File: src/rtl/core/qkr_pkg.sv
// Package for the keyed-remove FIFO queue: sizes, operation and status codes,
// and the controller-to-datapath command type. No dependencies.
package qkr_pkg;

   localparam int QUEUE_DEPTH = 16;
   localparam int ITEM_BITS   = 8;
   localparam int OCC_BITS    = $clog2(QUEUE_DEPTH + 1);

   localparam logic [1:0] OP_ENQ = 2'd0;
   localparam logic [1:0] OP_DEQ = 2'd1;
   localparam logic [1:0] OP_REM = 2'd2;

   localparam logic [1:0] ST_OK   = 2'd0;
   localparam logic [1:0] ST_MISS = 2'd1;
   localparam logic [1:0] ST_FULL = 2'd2;

   typedef struct packed {
      logic load;
      logic exec;
   } qkr_cmd_type;

endpackage

File: src/rtl/core/qkr_controller.sv
// Sequencer for the keyed-remove FIFO queue: accepts an item, runs the
// execute step and owns the result valid flag. Depends on qkr_pkg.
module qkr_controller import qkr_pkg::*; (
   input  logic        clock,
   input  logic        reset,
   input  logic        req_valid,
   output logic        req_stall,
   output logic        rsp_valid,
   input  logic        rsp_stall,
   output qkr_cmd_type cmd
);

   localparam logic S_IDLE = 1'b0;
   localparam logic S_EXEC = 1'b1;

   logic state_ff, state_in;
   logic rsp_valid_ff, rsp_valid_in;
   logic out_free;

   always_comb begin
      out_free     = !rsp_valid_ff || !rsp_stall;
      req_stall    = (state_ff != S_IDLE);
      cmd.load     = (state_ff == S_IDLE) && req_valid;
      cmd.exec     = (state_ff == S_EXEC) && out_free;
      state_in     = state_ff;
      rsp_valid_in = rsp_valid_ff && rsp_stall;
      unique case (state_ff)
         S_IDLE: begin
            if (req_valid) state_in = S_EXEC;
         end
         S_EXEC: begin
            if (out_free) begin
               state_in     = S_IDLE;
               rsp_valid_in = 1'b1;
            end
         end
         default: state_in = S_IDLE;
      endcase
   end

   always_ff @(posedge clock) begin
      if (reset) begin
         state_ff     <= S_IDLE;
         rsp_valid_ff <= 1'b0;
      end else begin
         state_ff     <= state_in;
         rsp_valid_ff <= rsp_valid_in;
      end
   end

   assign rsp_valid = rsp_valid_ff;

endmodule

File: src/rtl/core/qkr_datapath.sv
// Datapath of the keyed-remove FIFO queue: entry cells with head at cell 0,
// parallel key compare, gap closing shift and result registers. Depends on qkr_pkg.
module qkr_datapath import qkr_pkg::*; (
   input  logic                 clock,
   input  logic                 reset,
   input  qkr_cmd_type          cmd,
   input  logic [1:0]           req_op,
   input  logic [ITEM_BITS-1:0] req_item,
   output logic [ITEM_BITS-1:0] rsp_item_out,
   output logic [1:0]           rsp_status,
   output logic                 rsp_empty_res
);

   logic [ITEM_BITS-1:0]   entry_ff [QUEUE_DEPTH];
   logic [ITEM_BITS-1:0]   entry_in [QUEUE_DEPTH];
   logic [OCC_BITS-1:0]    occ_ff, occ_in;
   logic [1:0]             op_ff;
   logic [ITEM_BITS-1:0]   item_ff;
   logic [QUEUE_DEPTH-1:0] match_ff, match_in;
   logic [ITEM_BITS-1:0]   res_item_ff, res_item_in;
   logic [1:0]             status_ff, status_in;
   logic                   empty_ff, empty_in;

   logic [QUEUE_DEPTH-1:0] pick, shift_mask;
   logic                   enq, del, full;

   always_comb begin
      for (int k = 0; k < QUEUE_DEPTH; k++) begin
         match_in[k] = (occ_ff > OCC_BITS'(k)) && (entry_ff[k] == req_item);
      end

      full      = (occ_ff == OCC_BITS'(QUEUE_DEPTH));
      enq       = 1'b0;
      pick      = '0;
      status_in = ST_OK;
      case (op_ff)
         OP_ENQ: begin
            if (full) status_in = ST_FULL;
            else      enq       = 1'b1;
         end
         OP_DEQ: begin
            if (occ_ff == '0) status_in = ST_MISS;
            else              pick      = QUEUE_DEPTH'(1);
         end
         OP_REM: begin
            if (match_ff == '0) status_in = ST_MISS;
            else                pick      = match_ff & (~match_ff + QUEUE_DEPTH'(1));
         end
         default: ;
      endcase

      del        = (pick != '0);
      shift_mask = del ? ~(pick - QUEUE_DEPTH'(1)) : '0;

      res_item_in = '0;
      for (int k = 0; k < QUEUE_DEPTH; k++) begin
         if (pick[k]) res_item_in = res_item_in | entry_ff[k];
      end

      if (enq)      occ_in = occ_ff + OCC_BITS'(1);
      else if (del) occ_in = occ_ff - OCC_BITS'(1);
      else          occ_in = occ_ff;
      empty_in = (occ_in == '0);

      for (int k = 0; k < QUEUE_DEPTH; k++) begin
         entry_in[k] = entry_ff[k];
         if (enq && (occ_ff == OCC_BITS'(k))) entry_in[k] = item_ff;
      end
      for (int k = 0; k < QUEUE_DEPTH - 1; k++) begin
         if (shift_mask[k]) entry_in[k] = entry_ff[k+1];
      end
   end

   always_ff @(posedge clock) begin
      if (reset) begin
         occ_ff <= '0;
      end else if (cmd.exec) begin
         occ_ff <= occ_in;
      end
   end

   always_ff @(posedge clock) begin
      if (cmd.load) begin
         op_ff    <= req_op;
         item_ff  <= req_item;
         match_ff <= match_in;
      end
      if (cmd.exec) begin
         for (int k = 0; k < QUEUE_DEPTH; k++) entry_ff[k] <= entry_in[k];
         res_item_ff <= res_item_in;
         status_ff   <= status_in;
         empty_ff    <= empty_in;
      end
   end

   assign rsp_item_out  = res_item_ff;
   assign rsp_status    = status_ff;
   assign rsp_empty_res = empty_ff;

endmodule

File: src/rtl/core/fifo_queue_with_keyed_remove.sv
// Top level of the keyed-remove FIFO queue: controller plus datapath.
// Depends on qkr_pkg, qkr_controller and qkr_datapath.
//
// Ordered queue of handles with enqueue at the tail, dequeue from the head and
// removal of the first entry matching a handle; later entries close the gap in
// the same step. Each item has an accept step, then an execute step. The accept
// step registers the item and compares the handle with every occupied cell at
// once; the execute step picks the first match, shifts the cells and loads the
// result register. Exactly one result per item. A new item can be taken once
// the previous result is produced, while that result may still be waiting; a
// stalled result holds the execute step. In the datapath, only occupancy resets.
module fifo_queue_with_keyed_remove import qkr_pkg::*; (
   input  logic                 clock,
   input  logic                 reset,
   input  logic                 req_valid,
   output logic                 req_stall,
   input  logic [1:0]           req_op,
   input  logic [ITEM_BITS-1:0] req_item,
   output logic                 rsp_valid,
   input  logic                 rsp_stall,
   output logic [ITEM_BITS-1:0] rsp_item_out,
   output logic [1:0]           rsp_status,
   output logic                 rsp_empty_res
);

   qkr_cmd_type cmd;

   qkr_controller u_ctrl (
      .clock     (clock),
      .reset     (reset),
      .req_valid (req_valid),
      .req_stall (req_stall),
      .rsp_valid (rsp_valid),
      .rsp_stall (rsp_stall),
      .cmd       (cmd)
   );

   qkr_datapath u_dp (
      .clock         (clock),
      .reset         (reset),
      .cmd           (cmd),
      .req_op        (req_op),
      .req_item      (req_item),
      .rsp_item_out  (rsp_item_out),
      .rsp_status    (rsp_status),
      .rsp_empty_res (rsp_empty_res)
   );

endmodule

File: config.mk
export PLATFORM = sky130hd
export DESIGN_NAME = fifo_queue_with_keyed_remove
export DESIGN_NICKNAME = d
export VERILOG_FILES = /design/src/rtl/core/qkr_pkg.sv /design/src/rtl/core/qkr_controller.sv /design/src/rtl/core/qkr_datapath.sv /design/src/rtl/core/fifo_queue_with_keyed_remove.sv
export SDC_FILE = /design/constraint.sdc
export NUM_CORES = 1
export LEC_CHECK = 0
export BUFFER_PORTS_ARGS = -buffer_cell sky130_fd_sc_hd__buf_2
export CAP_MARGIN = 40
export CORE_MARGIN = 4
export CORE_UTILIZATION = 30
export DETAILED_ROUTE_END_ITERATION = 8
export GPL_ROUTABILITY_DRIVEN = 0
export HOLD_SLACK_MARGIN = 0.15
export PLACE_DENSITY = 0.46
export SYNTH_ARGS = -nofsm -noshare
export SYNTH_HDL_FRONTEND = slang
export SYNTH_HIERARCHICAL = 1
export SYNTH_SLANG_ARGS = --single-unit
File: constraint.sdc
create_clock -name clock -period 5.01 [get_ports clock]
set_input_delay 0.2505 -clock clock [delete_from_list [all_inputs] [get_ports clock]]
set_output_delay 0.2505 -clock clock [all_outputs]
set_load 0.03 [all_outputs]
==> results of run 1 <==
final cells by class:
cell class                      count  area, sq um
Multi-Input combinational cell    647         5065
Inverter                           11        41.29
Clock inverter                     15        185.2
Sequential cell                   172         5095
Fill cell                        3439        22670
Timing Repair Buffer               56        405.4
Tap cell                          455        569.3
Clock buffer                       17        425.4
sequential cells by signal, indices dropped and copies added, names as in the netlist:
| signal | cells |
|---|---|
| u_dp/item_ff | 8 |
| u_dp/rsp_status | 2 |
| u_dp/rsp_empty_res | 1 |
| u_dp/entry_ff | 128 |
| u_dp/match_ff | 16 |
| u_dp/occ_ff | 5 |
| u_ctrl/rsp_valid | 1 |
| u_dp/op_ff | 2 |
| u_ctrl/req_stall | 1 |
| u_dp/rsp_item_out | 8 |
final timing paths:
| path | start | endpoint | slack [ns] | cells after the start |
|---|---|---|---|---|
| setup / recovery | u_dp/occ_ff[0]$_SDFFE_PP0P_ | u_dp/entry_ff[0][63]$_DFFE_PP_ | 0.47 | 12 |
| hold reg to reg | u_dp/entry_ff[0][35]$_DFFE_PP_ | u_dp/entry_ff[0][27]$_DFFE_PP_ | 0.63 | 1 |
| setup reg to reg | u_dp/occ_ff[0]$_SDFFE_PP0P_ | u_dp/entry_ff[0][63]$_DFFE_PP_ | 0.47 | 12 |
| hold / removal | req_item[0] | u_dp/item_ff[0]$_DFFE_PP_ | 0.21 | 1 |
power breakdown:
part	internal, mW	switching, mW	total [mW]
registers	1.61	0.0453	1.65
clock network	0.795	0.618	1.41
logic	0.156	0.230	0.386
logic make-up after synthesis:
group	count (synthesis)
AO/OA/AOI/OAI	152
adder cells (fa/ha/maj)	12
flip-flops	172
buffers and inverters	74
multiplexers	123
AND/OR/NAND/NOR	227
XOR/XNOR	133
per-layer routing:
layer | wire, um | track usage | up-vias
met5 | 0 | 0 | -
met4 | 859 | 0.04818 | 0
met3 | 2368 | 0.02999 | 43
met2 | 15360 | 0.2715 | 356
met1 | 17110 | 0.2829 | 3889
li1 | - | - | 3415
stage by stage:
stage | hold WS, ns | area (sq um) | power, mW | std cells | setup slack, ns
after global routing | 0.1910 | 11790 | 3.568 | 1373 | 0.1382
after detailed placement | 0.4412 | 11110 | 2.057 | 1334 | 0.5407
after CTS | 0.1907 | 11790 | 3.474 | 1373 | 0.5579
after global placement | 0.4514 | 11040 | 2.052 | 1330 | 0.7169
after floorplan | 0.3129 | 10440 | 1.922 | 893 | 0.9856
final | 0.2106 | 11790 | 3.450 | 1373 | 0.4661
repair_timing:
action                    CTS  global route
hold buffers                7             0
setup buffers               0             0
hold endpoints to repair    8             0
gates resized for setup     0             0
cell usage in the layout, fill, tap and decap left out, types with 25 or more instances in the layout:
cell	count
edfxtp_1	165
mux2_2	121
xnor2_1	103
nand2_1	59
nor2_1	38
nand4_1	30
xor2_1	30
buf_2	27
a21oi_1	27
o21ai_0	25
==> summary.txt, run 1 <==
Clock Tree Buf Depth: 2
Vias per Instance: 5.610
EDFF count, synth: 165
pwr/cell area: 292.7 nW/um^2
area leader, netlist: edfxtp_1
post-synth top area share: 0.4745
Req. time, crit path: 5.08 ns
final period utilization: 0.9070
share of layout cells above drive strength 1: 0.2484
Critical Path Source Type: flop
residual DRC count: 0
Commonest cells post-synth: edfxtp_1, mux2_2, xnor2_1, nand2_1, clkbuf_1
Avg WL per Cell: 26.00 um
Cell variety after synth: 73
post-synthesis adder-cell area fraction: 0.01438
worst vdd ir: 0.2152 mV
Initial DRC Count: 871
Chip Width: 194.6 um
via count: 7703
Critical path buffers and inverters: 2
Period minus WS final: 4.544 ns
Cell Area, Synth: 10440 sq um
global-route wire length before repair: 52.71 mm
# IOs: 27
Post-Syn Nets: 919
crit end category: flop
initial antenna violation count: 0
total grt overflow: 0
post-synthesis mux area share: 0.1324
DIE HEIGHT: 194.6 um
sequential fraction of the synthesis area: 0.4879
synth top area cells: edfxtp_1, mux2_2, xnor2_1
skew final: 0.01916 ns
Slowest Stage Delay on Critical Path: 0.66 ns
Critical Path Fanout Max: 13
DP Wirelength: 25.56 mm
syn_area_per_cell: 11.69 sq um
final setup fails: 0
CP arrival: 4.61 ns
Fin Setup TNS: 0 ns
Synth-to-Final Area Change: 12.87%
largest net degree at the start of global routing: 27
fin util: 0.3420
Cell Chain, Critical Path: inv_1, ha_1, nor4b_2, o21ai_1, inv_1, ha_1, nor3b_1, and4_1, a21oi_1, o21ai_1, a21o_1, a21oi_1
RSZ-0062 raised after global routing: no
root buf cell: clkbuf_16
delay-heaviest family, CP: compound AO/OA/AOI/OAI gates
vias in the first global route: 7496
H-Tree Depth: 4
clock tree from TritonCTS: built
Leakage: 3.708 nW
Setup Crit Path Kind: reg -> reg
clock latency on the worst-skew pair: 0.44 ns
core area: 34460 sq um
Worst-Margin Slew: 0.8673 ns
outcome: finished clean
HP Class: in -> reg
Initial DRT Pass Iterations: 6
Routed Antenna Nets: 0
XOR/XNOR Fraction of Synth Area: 0.1116
f_max: 220.1 MHz
Max Cap Violations: 0
die area: 37860 sq um
#FFs+latches synth: 172
CTS Sinks: 172
slew margin rel.: 0.4218
CTS buffer count: 17
row count: 68
Synth Area in Compound Gates: 0.1058
Top FF cell, synth: edfxtp_1
WL final: 35.70 mm
largest family of logic cells by synthesized area: multiplexers
FFs w/ async S/R, synth: 0
Antenna diodes: 0
slowest CP cell: a21oi_1
simple-gate share of the synthesized area: 0.1199
Total GRT Usage: 0.1850
Final #Nets: 931
most common cell in the netlist: edfxtp_1
Final Hold Violating Endpoints: 0
Clock transition at path regs: 0.07 ns
synth warn: 6
number of port buffers: 26
Initial Util: 0.3031
Syn Inst Count: 893
Final Max Slew Viols: 0
Power figures use the tool's default switching activity.
==> run 2, diff against run 1 <==
PLACE_DENSITY = 0.48   (was 0.46)
clock period = 3.85 ns   (was 5.01 ns; I/O delays follow)
==> run 2 against run 1 <==
  * Utilization is 0.34 points higher
  * Register-to-register slack lost 0.29 ns
  * Final cell count up 1.2%
  * Non-clock buffer count is 17 higher
  * Worst setup slack lost 0.29 ns
  * Die area unchanged
  * Total power up 26%
  * Largest cell class is now multi-input gates
  * Maximum frequency rose by 24%
  * Hold slack better by 0.098 ns
  * Global-route usage about the same
==> summary.txt, run 2 (synthesis results as in run 1) <==
Combinational Power Share: 0.121
RSZ-0062 raised after global routing: yes
H-Tree Depth: 4
Max Cap Violations: 0
slowest CP cell: a21oi_2
CP arrival: 3.78 ns
crit end category: flop
commonest non-fill, non-tap cells in the layout: edfxtp_1, mux2_2, xnor2_1, nand2_1, nor2_1
outcome: finished clean
Routed Antenna Nets: 0
Critical Path Fanout Max: 9
Critical Path Source Type: flop
DIE HEIGHT: 194.6 um
CTS Sinks: 172
Period minus WS final: 3.671 ns
Total GRT Usage: 0.1849
share of layout cells above drive strength 1: 0.2652
Slowest Stage Delay on Critical Path: 0.54 ns
clock tree from TritonCTS: built
Internal: 3.154 mW
vias in the first global route: 7555
final period utilization: 0.9535
P_sw: 1.209 mW
part of the power in registers: 0.491
Initial DRT Pass Iterations: 6
largest net degree at the start of global routing: 27
CTS buffer count: 17
clock latency on the worst-skew pair: 0.45 ns
Initial Util: 0.3031
Chip Width: 194.6 um
worst hold slack: 0.3089 ns
initial antenna violation count: 0
Cell Chain, Critical Path: inv_1, ha_1, nand2_1, o21ai_2, inv_1, ha_1, nor3b_1, and4_1, a21oi_1, o21ai_1, a21oi_2, o21a_1
row count: 68
slew margin rel.: 0.3844
Vias per Instance: 5.532
residual DRC count: 0
Clock Tree Buf Depth: 2
final setup fails: 0
Placement Setup Slack: 0.1041 ns
global-route wire length before repair: 52.43 mm
Synth-to-Final Area Change: 13.99%
Req. time, crit path: 3.96 ns
worst vdd ir: 0.3169 mV
sw frac: 0.2771
die area: 37860 sq um
total power: 4.363 mW
Setup Crit Path Kind: reg -> reg
max FFs per register: 128
Final Max Slew Viols: 0
number of port buffers: 26
Initial DRC Count: 860
via count: 7689
Final Hold Violating Endpoints: 0
Final WS setup: 0.1792 ns
total grt overflow: 0
skew final: 0.01163 ns
Avg WL per Cell: 25.69 um
WL final: 35.71 mm
Final #Nets: 948
# IOs: 27
Most flops, register: u_dp/entry_ff
most common cell after layout, fill and taps aside: edfxtp_1
f_max: 272.4 MHz
Antenna diodes: 0
HP Class: in -> reg
core area: 34460 sq um
pwr/cell area: 366.5 nW/um^2
DP Wirelength: 25.29 mm
Leakage: 3.781 nW
clock power share: 0.389
biggest regs: u_dp/entry_ff: 128 flops, u_dp/match_ff: 16 flops
root buf cell: clkbuf_16
Clock transition at path regs: 0.07 ns
Worst-Margin Slew: 0.9234 ns
[run 2: power groups by stage]
stage	Combinational, mW	Sequential, mW	Clock (mW)
final	0.526	2.14	1.70
after global routing	0.560	2.14	1.81
after CTS	0.518	2.14	1.73
after detailed placement	0.510	2.18	0
after global placement	0.489	2.19	0
after floorplan	0.339	2.17	0
[run 2: stage by stage]
stage,TNS (ns),instances,cell area [sq um],util
finish,0,1390,11900,0.3455
CTS,0,1386,11870,0.3443
global placement,0,1343,11170,0.3241
global route,-1.659,1390,11900,0.3455
floorplan,0,893,10470,-
detailed placement,0,1347,11240,0.3263
[run 2: repair_timing]
action                     4_1_cts  5_1_grt
gates resized for setup          0        2
buffers inserted                 0        4
hold buffers                     7        0
hold endpoints to repair         9        0
setup endpoints to repair        0       40
[run 2: worst max-delay path: cells and delay by family (launching register included)]
family                     cells  cell delay [ns]
adders and majority gates      2             0.61
DFF                            1             0.40
AOI/OAI and AO/OA              5             1.63
and+or+nand+nor                3             0.53
buffers and inverters          2             0.15
[run 2: area by class of cell]
| cell class | count | area [sq um] |
|---|---|---|
| Fill cell | 3446 | 22550 |
| Multi-Input combinational cell | 647 | 5102 |
| Sequential cell | 172 | 5095 |
| Tap cell | 455 | 569.3 |
| Timing Repair Buffer | 73 | 543.0 |
| Clock buffer | 17 | 425.4 |
| Clock inverter | 15 | 127.6 |
| Inverter | 11 | 41.29 |
[run 2: worst paths after layout]
check	start	endpoint	slack, ns	depth (start not counted)
worst max register to register	u_dp/op_ff[0]$_DFFE_PP_	u_dp/entry_ff[1][11]$_DFFE_PP_	0.18	12
worst min register to register	u_dp/entry_ff[0][54]$_DFFE_PP_	u_dp/entry_ff[0][46]$_DFFE_PP_	0.64	1
worst min-delay path	req_item[0]	u_dp/item_ff[0]$_DFFE_PP_	0.31	1
worst max-delay path	u_dp/op_ff[0]$_DFFE_PP_	u_dp/entry_ff[1][11]$_DFFE_PP_	0.18	12
[run 2: metal layers]
layer	track usage	wire [um]
met5	0	0
met1	0.2733	16850
met3	0.04108	2553
met4	0.04531	594
met2	0.2754	15700
